### config.mk
export PLATFORM = sky130hd
export DESIGN_NAME = utf8_to_utf16_transcoder
export DESIGN_NICKNAME = d
export VERILOG_FILES = /design/src/utt_pkg.sv /design/src/utt_decode.sv /design/src/utt_emit.sv /design/src/utf8_to_utf16_transcoder.sv
export VERILOG_INCLUDE_DIRS = /design/src /design/src/src
export SDC_FILE = /design/constraint.sdc
export NUM_CORES = 1
export LEC_CHECK = 0
export BUFFER_PORTS_ARGS = -buffer_cell sky130_fd_sc_hd__buf_2
export CORE_UTILIZATION = 49
export CTS_BUF_LIST = sky130_fd_sc_hd__clkbuf_4 sky130_fd_sc_hd__clkbuf_8
export DETAILED_ROUTE_END_ITERATION = 10
export PLACE_DENSITY = 0.67
export SLEW_MARGIN = 0
export SYNTH_ARGS = -nofsm -noshare
export SYNTH_HDL_FRONTEND = slang
export SYNTH_SLANG_ARGS = --single-unit
### constraint.sdc
create_clock -name aclk -period 5.65 [get_ports aclk]
set_input_delay 0.2825 -clock aclk [delete_from_list [all_inputs] [get_ports aclk]]
set_output_delay 0.2825 -clock aclk [all_outputs]
set_load 0.05 [all_outputs]
### src/utf8_to_utf16_transcoder_defines.svh
// Assertion macros for the UTF-8 to UTF-16 transcoder.
// Included by the top level only; needs no other file.
`ifndef UTF8_TO_UTF16_TRANSCODER_DEFINES_SVH
`define UTF8_TO_UTF16_TRANSCODER_DEFINES_SVH

`ifndef SYNTHESIS
// Checks that the consequent holds in the same cycle as the antecedent.
`define UTT_ASSERT_SAME(label, clk, rstn, ante, cons) \
    label: assert property (@(posedge clk) disable iff (!(rstn)) (ante) |-> (cons)) \
        else $error("transcoder check failed");
// Checks that the consequent holds in the cycle after the antecedent.
`define UTT_ASSERT_NEXT(label, clk, rstn, ante, cons) \
    label: assert property (@(posedge clk) disable iff (!(rstn)) (ante) |=> (cons)) \
        else $error("transcoder check failed");
`else
`define UTT_ASSERT_SAME(label, clk, rstn, ante, cons)
`define UTT_ASSERT_NEXT(label, clk, rstn, ante, cons)
`endif

`endif

### src/utt_pkg.sv
// Shared types and constants for the UTF-8 to UTF-16 transcoder.
// No dependencies; used by utt_decode, utt_emit and the top level.
package utt_pkg;

    localparam logic [15:0] REPL_UNIT  = 16'hFFFD;
    localparam logic [15:0] HI_SURR    = 16'hD800;
    localparam logic [15:0] LO_SURR    = 16'hDC00;
    localparam logic [20:0] PLANE1     = 21'h10000;
    localparam logic [20:0] BMP_MAX    = 21'h0FFFF;
    localparam int          MAX_UNITS  = 4;

    // Up to four code units produced by one input word, first unit in slot 0.
    typedef struct packed {
        logic [2:0]                  count;
        logic [MAX_UNITS-1:0][15:0]  units;
    } bundle_t;

    // Sequence tracking state seen by the top level checks.
    typedef struct packed {
        logic [1:0] remaining;
        logic [1:0] taken;
    } dec_status_t;

endpackage

### src/utt_decode.sv
// Decoder: sequence state registers and the per-byte decode logic.
// Depends on utt_pkg.
module utt_decode (
    input  logic                 aclk,
    input  logic                 aresetn,
    input  logic                 consume,
    input  logic [7:0]           data_byte,
    input  logic                 end_of_text,
    output utt_pkg::bundle_t     bundle,
    output utt_pkg::dec_status_t status
);

    logic [20:0] point_reg, point_next;
    logic [1:0]  remaining_reg, remaining_next;
    logic [1:0]  taken_reg, taken_next;

    logic        pending;
    logic        is_cont;
    logic [20:0] joined;
    logic [20:0] offset;
    logic [15:0] hi_unit;
    logic [15:0] lo_unit;
    logic [2:0]  flush_cnt;
    logic        lead_emit;
    logic [15:0] lead_unit;

    assign pending = (remaining_reg != 2'd0);
    assign is_cont = !end_of_text && (data_byte[7:6] == 2'b10);
    assign joined  = {point_reg[14:0], data_byte[5:0]};
    assign offset  = joined - utt_pkg::PLANE1;
    assign hi_unit = utt_pkg::HI_SURR + {5'd0, offset[20:10]};
    assign lo_unit = utt_pkg::LO_SURR + {6'd0, offset[9:0]};
    assign flush_cnt = pending ? ({1'b0, taken_reg} + 3'd1) : 3'd0;

    always_comb begin
        point_next     = point_reg;
        remaining_next = remaining_reg;
        taken_next     = taken_reg;
        lead_emit      = 1'b0;
        lead_unit      = utt_pkg::REPL_UNIT;
        bundle.count   = 3'd0;
        bundle.units   = '0;

        if (pending && is_cont) begin
            point_next     = joined;
            taken_next     = taken_reg + 2'd1;
            remaining_next = remaining_reg - 2'd1;
            if (remaining_reg == 2'd1) begin
                point_next     = '0;
                taken_next     = 2'd0;
                remaining_next = 2'd0;
                if (joined > utt_pkg::BMP_MAX) begin
                    bundle.count    = 3'd2;
                    bundle.units[0] = hi_unit;
                    bundle.units[1] = lo_unit;
                end else begin
                    bundle.count    = 3'd1;
                    bundle.units[0] = joined[15:0];
                end
            end
        end else begin
            // A broken or flushed sequence clears the state before the lead byte.
            point_next     = '0;
            taken_next     = 2'd0;
            remaining_next = 2'd0;
            if (!end_of_text) begin
                priority if (data_byte[7] == 1'b0) begin
                    lead_emit = 1'b1;
                    lead_unit = {8'd0, data_byte};
                end else if (data_byte[7:5] == 3'b110) begin
                    point_next     = {16'd0, data_byte[4:0]};
                    remaining_next = 2'd1;
                end else if (data_byte[7:4] == 4'b1110) begin
                    point_next     = {17'd0, data_byte[3:0]};
                    remaining_next = 2'd2;
                end else if (data_byte[7:3] == 5'b11110) begin
                    point_next     = {18'd0, data_byte[2:0]};
                    remaining_next = 2'd3;
                end else begin
                    lead_emit = 1'b1;
                end
            end
            bundle.count = flush_cnt + {2'd0, lead_emit};
            for (int k = 0; k < utt_pkg::MAX_UNITS; k++) begin
                bundle.units[k] = (3'(k) < flush_cnt) ? utt_pkg::REPL_UNIT : lead_unit;
            end
        end
    end

    always_ff @(posedge aclk) begin
        if (!aresetn) begin
            point_reg     <= '0;
            remaining_reg <= 2'd0;
            taken_reg     <= 2'd0;
        end else if (consume) begin
            point_reg     <= point_next;
            remaining_reg <= remaining_next;
            taken_reg     <= taken_next;
        end
    end

    assign status.remaining = remaining_reg;
    assign status.taken     = taken_reg;

endmodule

### src/utt_emit.sv
// Result register: holds one decoded bundle and sends its units one per cycle while m_tready is high.
// Depends on utt_pkg.
module utt_emit (
    input  logic             aclk,
    input  logic             aresetn,
    input  utt_pkg::bundle_t bundle,
    input  logic             load,
    output logic             bundle_ready,
    output logic             m_tvalid,
    input  logic             m_tready,
    output logic [15:0]      m_tdata,
    output logic             m_tlast
);

    logic [utt_pkg::MAX_UNITS-1:0][15:0] units_reg;
    logic [2:0] count_reg;
    logic [1:0] idx_reg;
    logic       take;
    logic       last_take;

    assign m_tvalid     = (count_reg != 3'd0);
    assign m_tdata      = units_reg[idx_reg];
    assign m_tlast      = (({1'b0, idx_reg} + 3'd1) == count_reg);
    assign take         = m_tvalid && m_tready;
    assign last_take    = take && m_tlast;
    assign bundle_ready = !m_tvalid || last_take;

    always_ff @(posedge aclk) begin
        if (!aresetn) begin
            count_reg <= 3'd0;
            idx_reg   <= 2'd0;
        end else if (bundle_ready) begin
            if (load) begin
                count_reg <= bundle.count;
                idx_reg   <= 2'd0;
            end else begin
                count_reg <= 3'd0;
            end
        end else if (take) begin
            idx_reg <= idx_reg + 2'd1;
        end
    end

    always_ff @(posedge aclk) begin
        if (bundle_ready && load) begin
            units_reg <= bundle.units;
        end
    end

endmodule

### src/utf8_to_utf16_transcoder.sv
// Top level of the UTF-8 to UTF-16 transcoder: input buffer, decoder, emitter.
// Depends on utt_pkg, utt_decode, utt_emit and utf8_to_utf16_transcoder_defines.svh.
//
// Usage: UTF-8 text enters one byte per word on the s_ channel; s_tlast high marks
// the end of text, which flushes a pending partial sequence (s_tdata is then ignored).
// The m_ channel returns UTF-16 code units, one per word, with m_tlast high on the
// final unit caused by one input word. A word may cause no unit (lead and middle
// bytes of a sequence, or an end of text with nothing pending) or up to four.
// Two register stages: a word is decoded from the input register, and its units are
// loaded into the output register when the output is free and then shown on m_.
// Throughput: one input word per cycle while each word yields at most one unit and
// the receiver is ready; a word yielding several units occupies the output until
// each of them is taken, as set by the single unit-wide output port. s_tready comes
// from a register: a two-entry input buffer absorbs the word in flight when the
// output stalls, so the receiver's m_tready never reaches s_tready through logic.
// When the receiver stalls, the current unit holds on m_ and input is taken until
// the buffer is full.
// Reset (aresetn low, synchronous) empties all buffers and clears any partial
// sequence; the block is ready for input as soon as reset is released.
`include "utf8_to_utf16_transcoder_defines.svh"

module utf8_to_utf16_transcoder (
    input  logic        aclk,
    input  logic        aresetn,
    input  logic        s_tvalid,
    output logic        s_tready,
    input  logic [7:0]  s_tdata,   // [7:0] data_byte
    input  logic        s_tlast,   // end_of_text
    output logic        m_tvalid,
    input  logic        m_tready,
    output logic [15:0] m_tdata,   // [15:0] code_unit
    output logic        m_tlast    // last_of_run
);

    // Main input register feeds the decoder; the skid register catches the
    // word that arrives while the main register cannot be freed.
    logic       main_valid_reg;
    logic [7:0] main_byte_reg;
    logic       main_eot_reg;
    logic       skid_valid_reg;
    logic [7:0] skid_byte_reg;
    logic       skid_eot_reg;

    logic                 s_fire;
    logic                 bundle_ready;
    logic                 consume;
    utt_pkg::bundle_t     bundle;
    utt_pkg::dec_status_t status;

    assign s_tready = !skid_valid_reg;
    assign s_fire   = s_tvalid && s_tready;
    assign consume  = main_valid_reg && bundle_ready;

    always_ff @(posedge aclk) begin
        if (!aresetn) begin
            main_valid_reg <= 1'b0;
            skid_valid_reg <= 1'b0;
        end else if (!main_valid_reg || consume) begin
            // The main register frees up: refill from the skid first, as it is older.
            if (skid_valid_reg) begin
                main_valid_reg <= 1'b1;
                skid_valid_reg <= 1'b0;
            end else begin
                main_valid_reg <= s_fire;
            end
        end else if (s_fire) begin
            skid_valid_reg <= 1'b1;
        end
    end

    always_ff @(posedge aclk) begin
        if (!main_valid_reg || consume) begin
            if (skid_valid_reg) begin
                main_byte_reg <= skid_byte_reg;
                main_eot_reg  <= skid_eot_reg;
            end else begin
                main_byte_reg <= s_tdata;
                main_eot_reg  <= s_tlast;
            end
        end else if (s_fire) begin
            skid_byte_reg <= s_tdata;
            skid_eot_reg  <= s_tlast;
        end
    end

    utt_decode u_decode (
        .aclk        (aclk),
        .aresetn     (aresetn),
        .consume     (consume),
        .data_byte   (main_byte_reg),
        .end_of_text (main_eot_reg),
        .bundle      (bundle),
        .status      (status)
    );

    // Words that produce no unit are consumed without loading the emitter.
    utt_emit u_emit (
        .aclk         (aclk),
        .aresetn      (aresetn),
        .bundle       (bundle),
        .load         (consume && (bundle.count != 3'd0)),
        .bundle_ready (bundle_ready),
        .m_tvalid     (m_tvalid),
        .m_tready     (m_tready),
        .m_tdata      (m_tdata),
        .m_tlast      (m_tlast)
    );

    // A run of units that has not reached its last unit keeps the output valid.
    `UTT_ASSERT_NEXT(a_run_continues, aclk, aresetn, m_tvalid && m_tready && !m_tlast, m_tvalid)
    // The skid register only fills behind an occupied main register.
    `UTT_ASSERT_SAME(a_skid_behind_main, aclk, aresetn, skid_valid_reg, main_valid_reg)
    // A sequence never expects and holds more than three continuation bytes.
    `UTT_ASSERT_SAME(a_seq_bound, aclk, aresetn, 1'b1,
        ({1'b0, status.remaining} + {1'b0, status.taken}) <= 3'd3)

endmodule

==> impl_metrics.py <==
metrics = {
    "clock_network": {
        "post-cts-setup-buffers": 0,
        "clk_latency_ns": 0.35,
        "cts_sinks": 88,
        "cts_max_level": 3,
        "cts_resized": 0,
        "cts-root-buf": "clkbuf_8",
        "cts_tree": "yes",
        "clk_pin_slew_worst_paths_ns": 0.09,
        "clockBufferDepth": 2,
        "cts_hold_buf": 0,
        "cts_buffers": 9,
    },
    "synthesis": {
        "synth_cell_types": 65,
        "ys_top_cells_by_area": "edfxtp_1 43%, dfxtp_1 12%, mux4_2 3.6%, nand2_1 3.6%, a21oi_1 2.4%",
        "synth_top_area_cell": "edfxtp_1",
        "synth_ff_type": "edfxtp_1",
        "netlist_instances": 382,
        "synth_top_area_share_pct": 43.04,
        "synth_seq_area_share_pct": 55.08,
        "synth_nets": 403,
        "async_flop_share_pct": 0,
        "syn_area_per_cell_um2": 11.32,
        "mappedNetlistArea_um2": 4325,
        "yosys_warnings": 0,
        "synth-edff-count": 62,
        "ys_seq_elements": 88,
    },
    "critical_path": {
        "arrival_ns": 3.34,
        "worstRegToRegCells": 6,
        "rr_startpoint": "u_emit.idx_reg[1]",
        "critPathMaxFanout": 46,
        "path_class": "flop to flop",
        "required_ns": 5.63,
        "crit_start": "u_emit.idx_reg[1]",
        "start_kind": "flop",
        "endpoint": "u_emit.units_reg[54]",
        "r2r_end": "u_emit.units_reg[54]",
        "ff2ff_setup_slack_ns": 2.30,
        "critical_path.endpoint_type": "flop",
    },
    "drt": {
        "firstDrtPassIters": 5,
        "wl_per_cell_um": 18.03,
        "drt-vias-per-instance": 5.981,
        "drc": 0,
        "drtIter0Drc": 308,
        "drtAntennaViolNets": 0,
        "vias": 3068,
        "totalWireLength_um": 9251,
    },
    "cells_and_area": {
        "finalInstanceArea_um2": 4747,
        "largest_reg_flops": 44,
        "multi_input_area_um2": 1792,
        "area_growth_pct": 9.748,
        "n_fill_cell": 706,
        "post-route-util_pct": 56.64,
        "final_cells": 513,
        "drive_above_1_share_pct": 19.85,
        "nNetsFinal": 424,
        "diodes": 0,
        "seqCellArea_um2": 2382,
    },
    "grt": {
        "grt_max_degree": 47,
        "grt_pass1_wl_um": 14860,
        "grt_overflow": 0,
        "grt_usage_pct": 22.23,
        "first_global_vias": 2916,
        "antenna_found_initial": 0,
    },
    "power": {
        "leakage_nw": 1.608,
        "ir_drop_mv": 0.1849,
        "p_per_area_nw_per_um2": 299.4,
    },
    "placement": {
        "post-dp-hpwl_um": 6604,
        "port_buffers": 31,
        "gp_congestion": 0.8775,
        "dp_cells": 497,
        "postPlaceCellArea_um2": 4521,
    },
    "floorplan": {
        "die_h_um": 95.96,
        "rows": 33,
        "coreArea_um2": 8382,
        "io_pins": 32,
        "start_util_pct": 51.60,
        "die_x_um": 95.96,
        "die_area_um2": 9207,
    },
    "hold_path": {
        "hp-start": "s_tdata[0]",
        "hp-class": "input port to flop",
    },
    "sta": {
        "finalWorstPathRequiredPeriod_ns": 3.355,
        "period_share_pct": 59.38,
        "fin_worst_skew_ns": 0.007367,
        "tightest_slew_ns": 1.184,
        "relSlewSlack_pct": 20.90,
        "report.final.slew_viol_count": 0,
        "setup_viol": 0,
        "final-hold-violation-count": 0,
        "clock.fmax_ghz": 0.2981,
        "setup_tns_ns": 0,
        "hold-worst-slack_ns": 0.1115,
        "rsz0062_at_grt": "no",
    },
    "job": {
        "maxCapViolations": 0,
    },
    "outcome": {
        "status": "complete, no violations",
    },
}
power breakdown:
group	switching (W)	internal [W]	total [W]
logic	0.000133	0.0000569	0.000190
clock network	0.000233	0.000254	0.000486
registers	0.0000179	0.000727	0.000745
total	0.000384	0.00104	0.00142
cells by family (layout without fill, tap and decap cells):
logic type / Yosys count / in the layout / share of synthesized area, %
flip-flops: 88 / 88 / 55.08
adder cells (fa/ha/maj): 8 / 8 / 2.314
XOR/XNOR: 7 / 7 / 1.417
buffers and inverters: 35 / 61 / 3.529
multiplexers: 16 / 16 / 5.988
AO/OA/AOI/OAI: 103 / 103 / 16.40
AND/OR/NAND/NOR: 125 / 125 / 15.27
synth_stat cells, types with 9 or more instances:
cell / count
nor2_1: 14
nand2_1: 42
o21ai_0: 19
a21oi_1: 21
a21o_1: 11
inv_1: 11
edfxtp_1: 62
dfxtp_1: 26
mux2_2: 9
clkbuf_1: 11
nand3_1: 20
per-layer routing:
layer | GRT usage (%) | vias up | wire (µm)
met5 | 0 | - | 0
met4 | 8.831 | 0 | 172
met3 | 3.633 | 12 | 373
met2 | 38.39 | 85 | 4690
met1 | 27.85 | 1485 | 4014
li1 | - | 1486 | -
cells in the final DEF (no fill, tap or decap), types with 8 or more instances in the layout:
| master | instances |
|---|---|
| a21o_1 | 11 |
| a21oi_1 | 21 |
| buf_2 | 31 |
| clkbuf_8 | 9 |
| dfxtp_1 | 26 |
| edfxtp_1 | 62 |
| ha_1 | 8 |
| inv_1 | 11 |
| mux2_2 | 9 |
| nand2_1 | 42 |
| nand2b_1 | 8 |
| nand3_1 | 20 |
| nor2_1 | 14 |
| nor3_1 | 8 |
| o21ai_0 | 19 |
final cells by class:
type,count,share of cell area (%)
repair buffers,33,3.585
clock buffers,9,2.609
well taps,105,2.768
clock inverters,7,2.161
inverters,12,0.9489
multi-input cells,259,37.74
flip-flops and latches,88,50.18
worst min-delay path by stage:
stage | to | slack, ns | depth (start not counted)
after detailed placement | u_decode.taken_reg[1] | 0.46 | 2
after floorplan | skid_byte_reg[0] | 0.38 | 0
after global routing | skid_byte_reg[3] | 0.09 | 1
after CTS | skid_byte_reg[1] | 0.1 | 1
after global placement | u_decode.taken_reg[1] | 0.44 | 2
final | skid_byte_reg[0] | 0.11 | 1
through the flow:
step                worst slack [ns]  total power [W]
global route                   2.027         0.001473
floorplan                      2.686        0.0009019
detailed placement             2.315        0.0009494
finish                         2.295         0.001421
global placement               2.390        0.0009462
CTS                            2.307         0.001430
worst max-delay path: stages, from the launching register on:
cell and delay, ns:
dfxtp_1 0.32, buf_4 0.26, ha_1 0.31, xnor2_1 0.23, nand4_2 0.24, a21oi_2 0.67
o21a_2 0.94
Power figures use the tool's default switching activity.
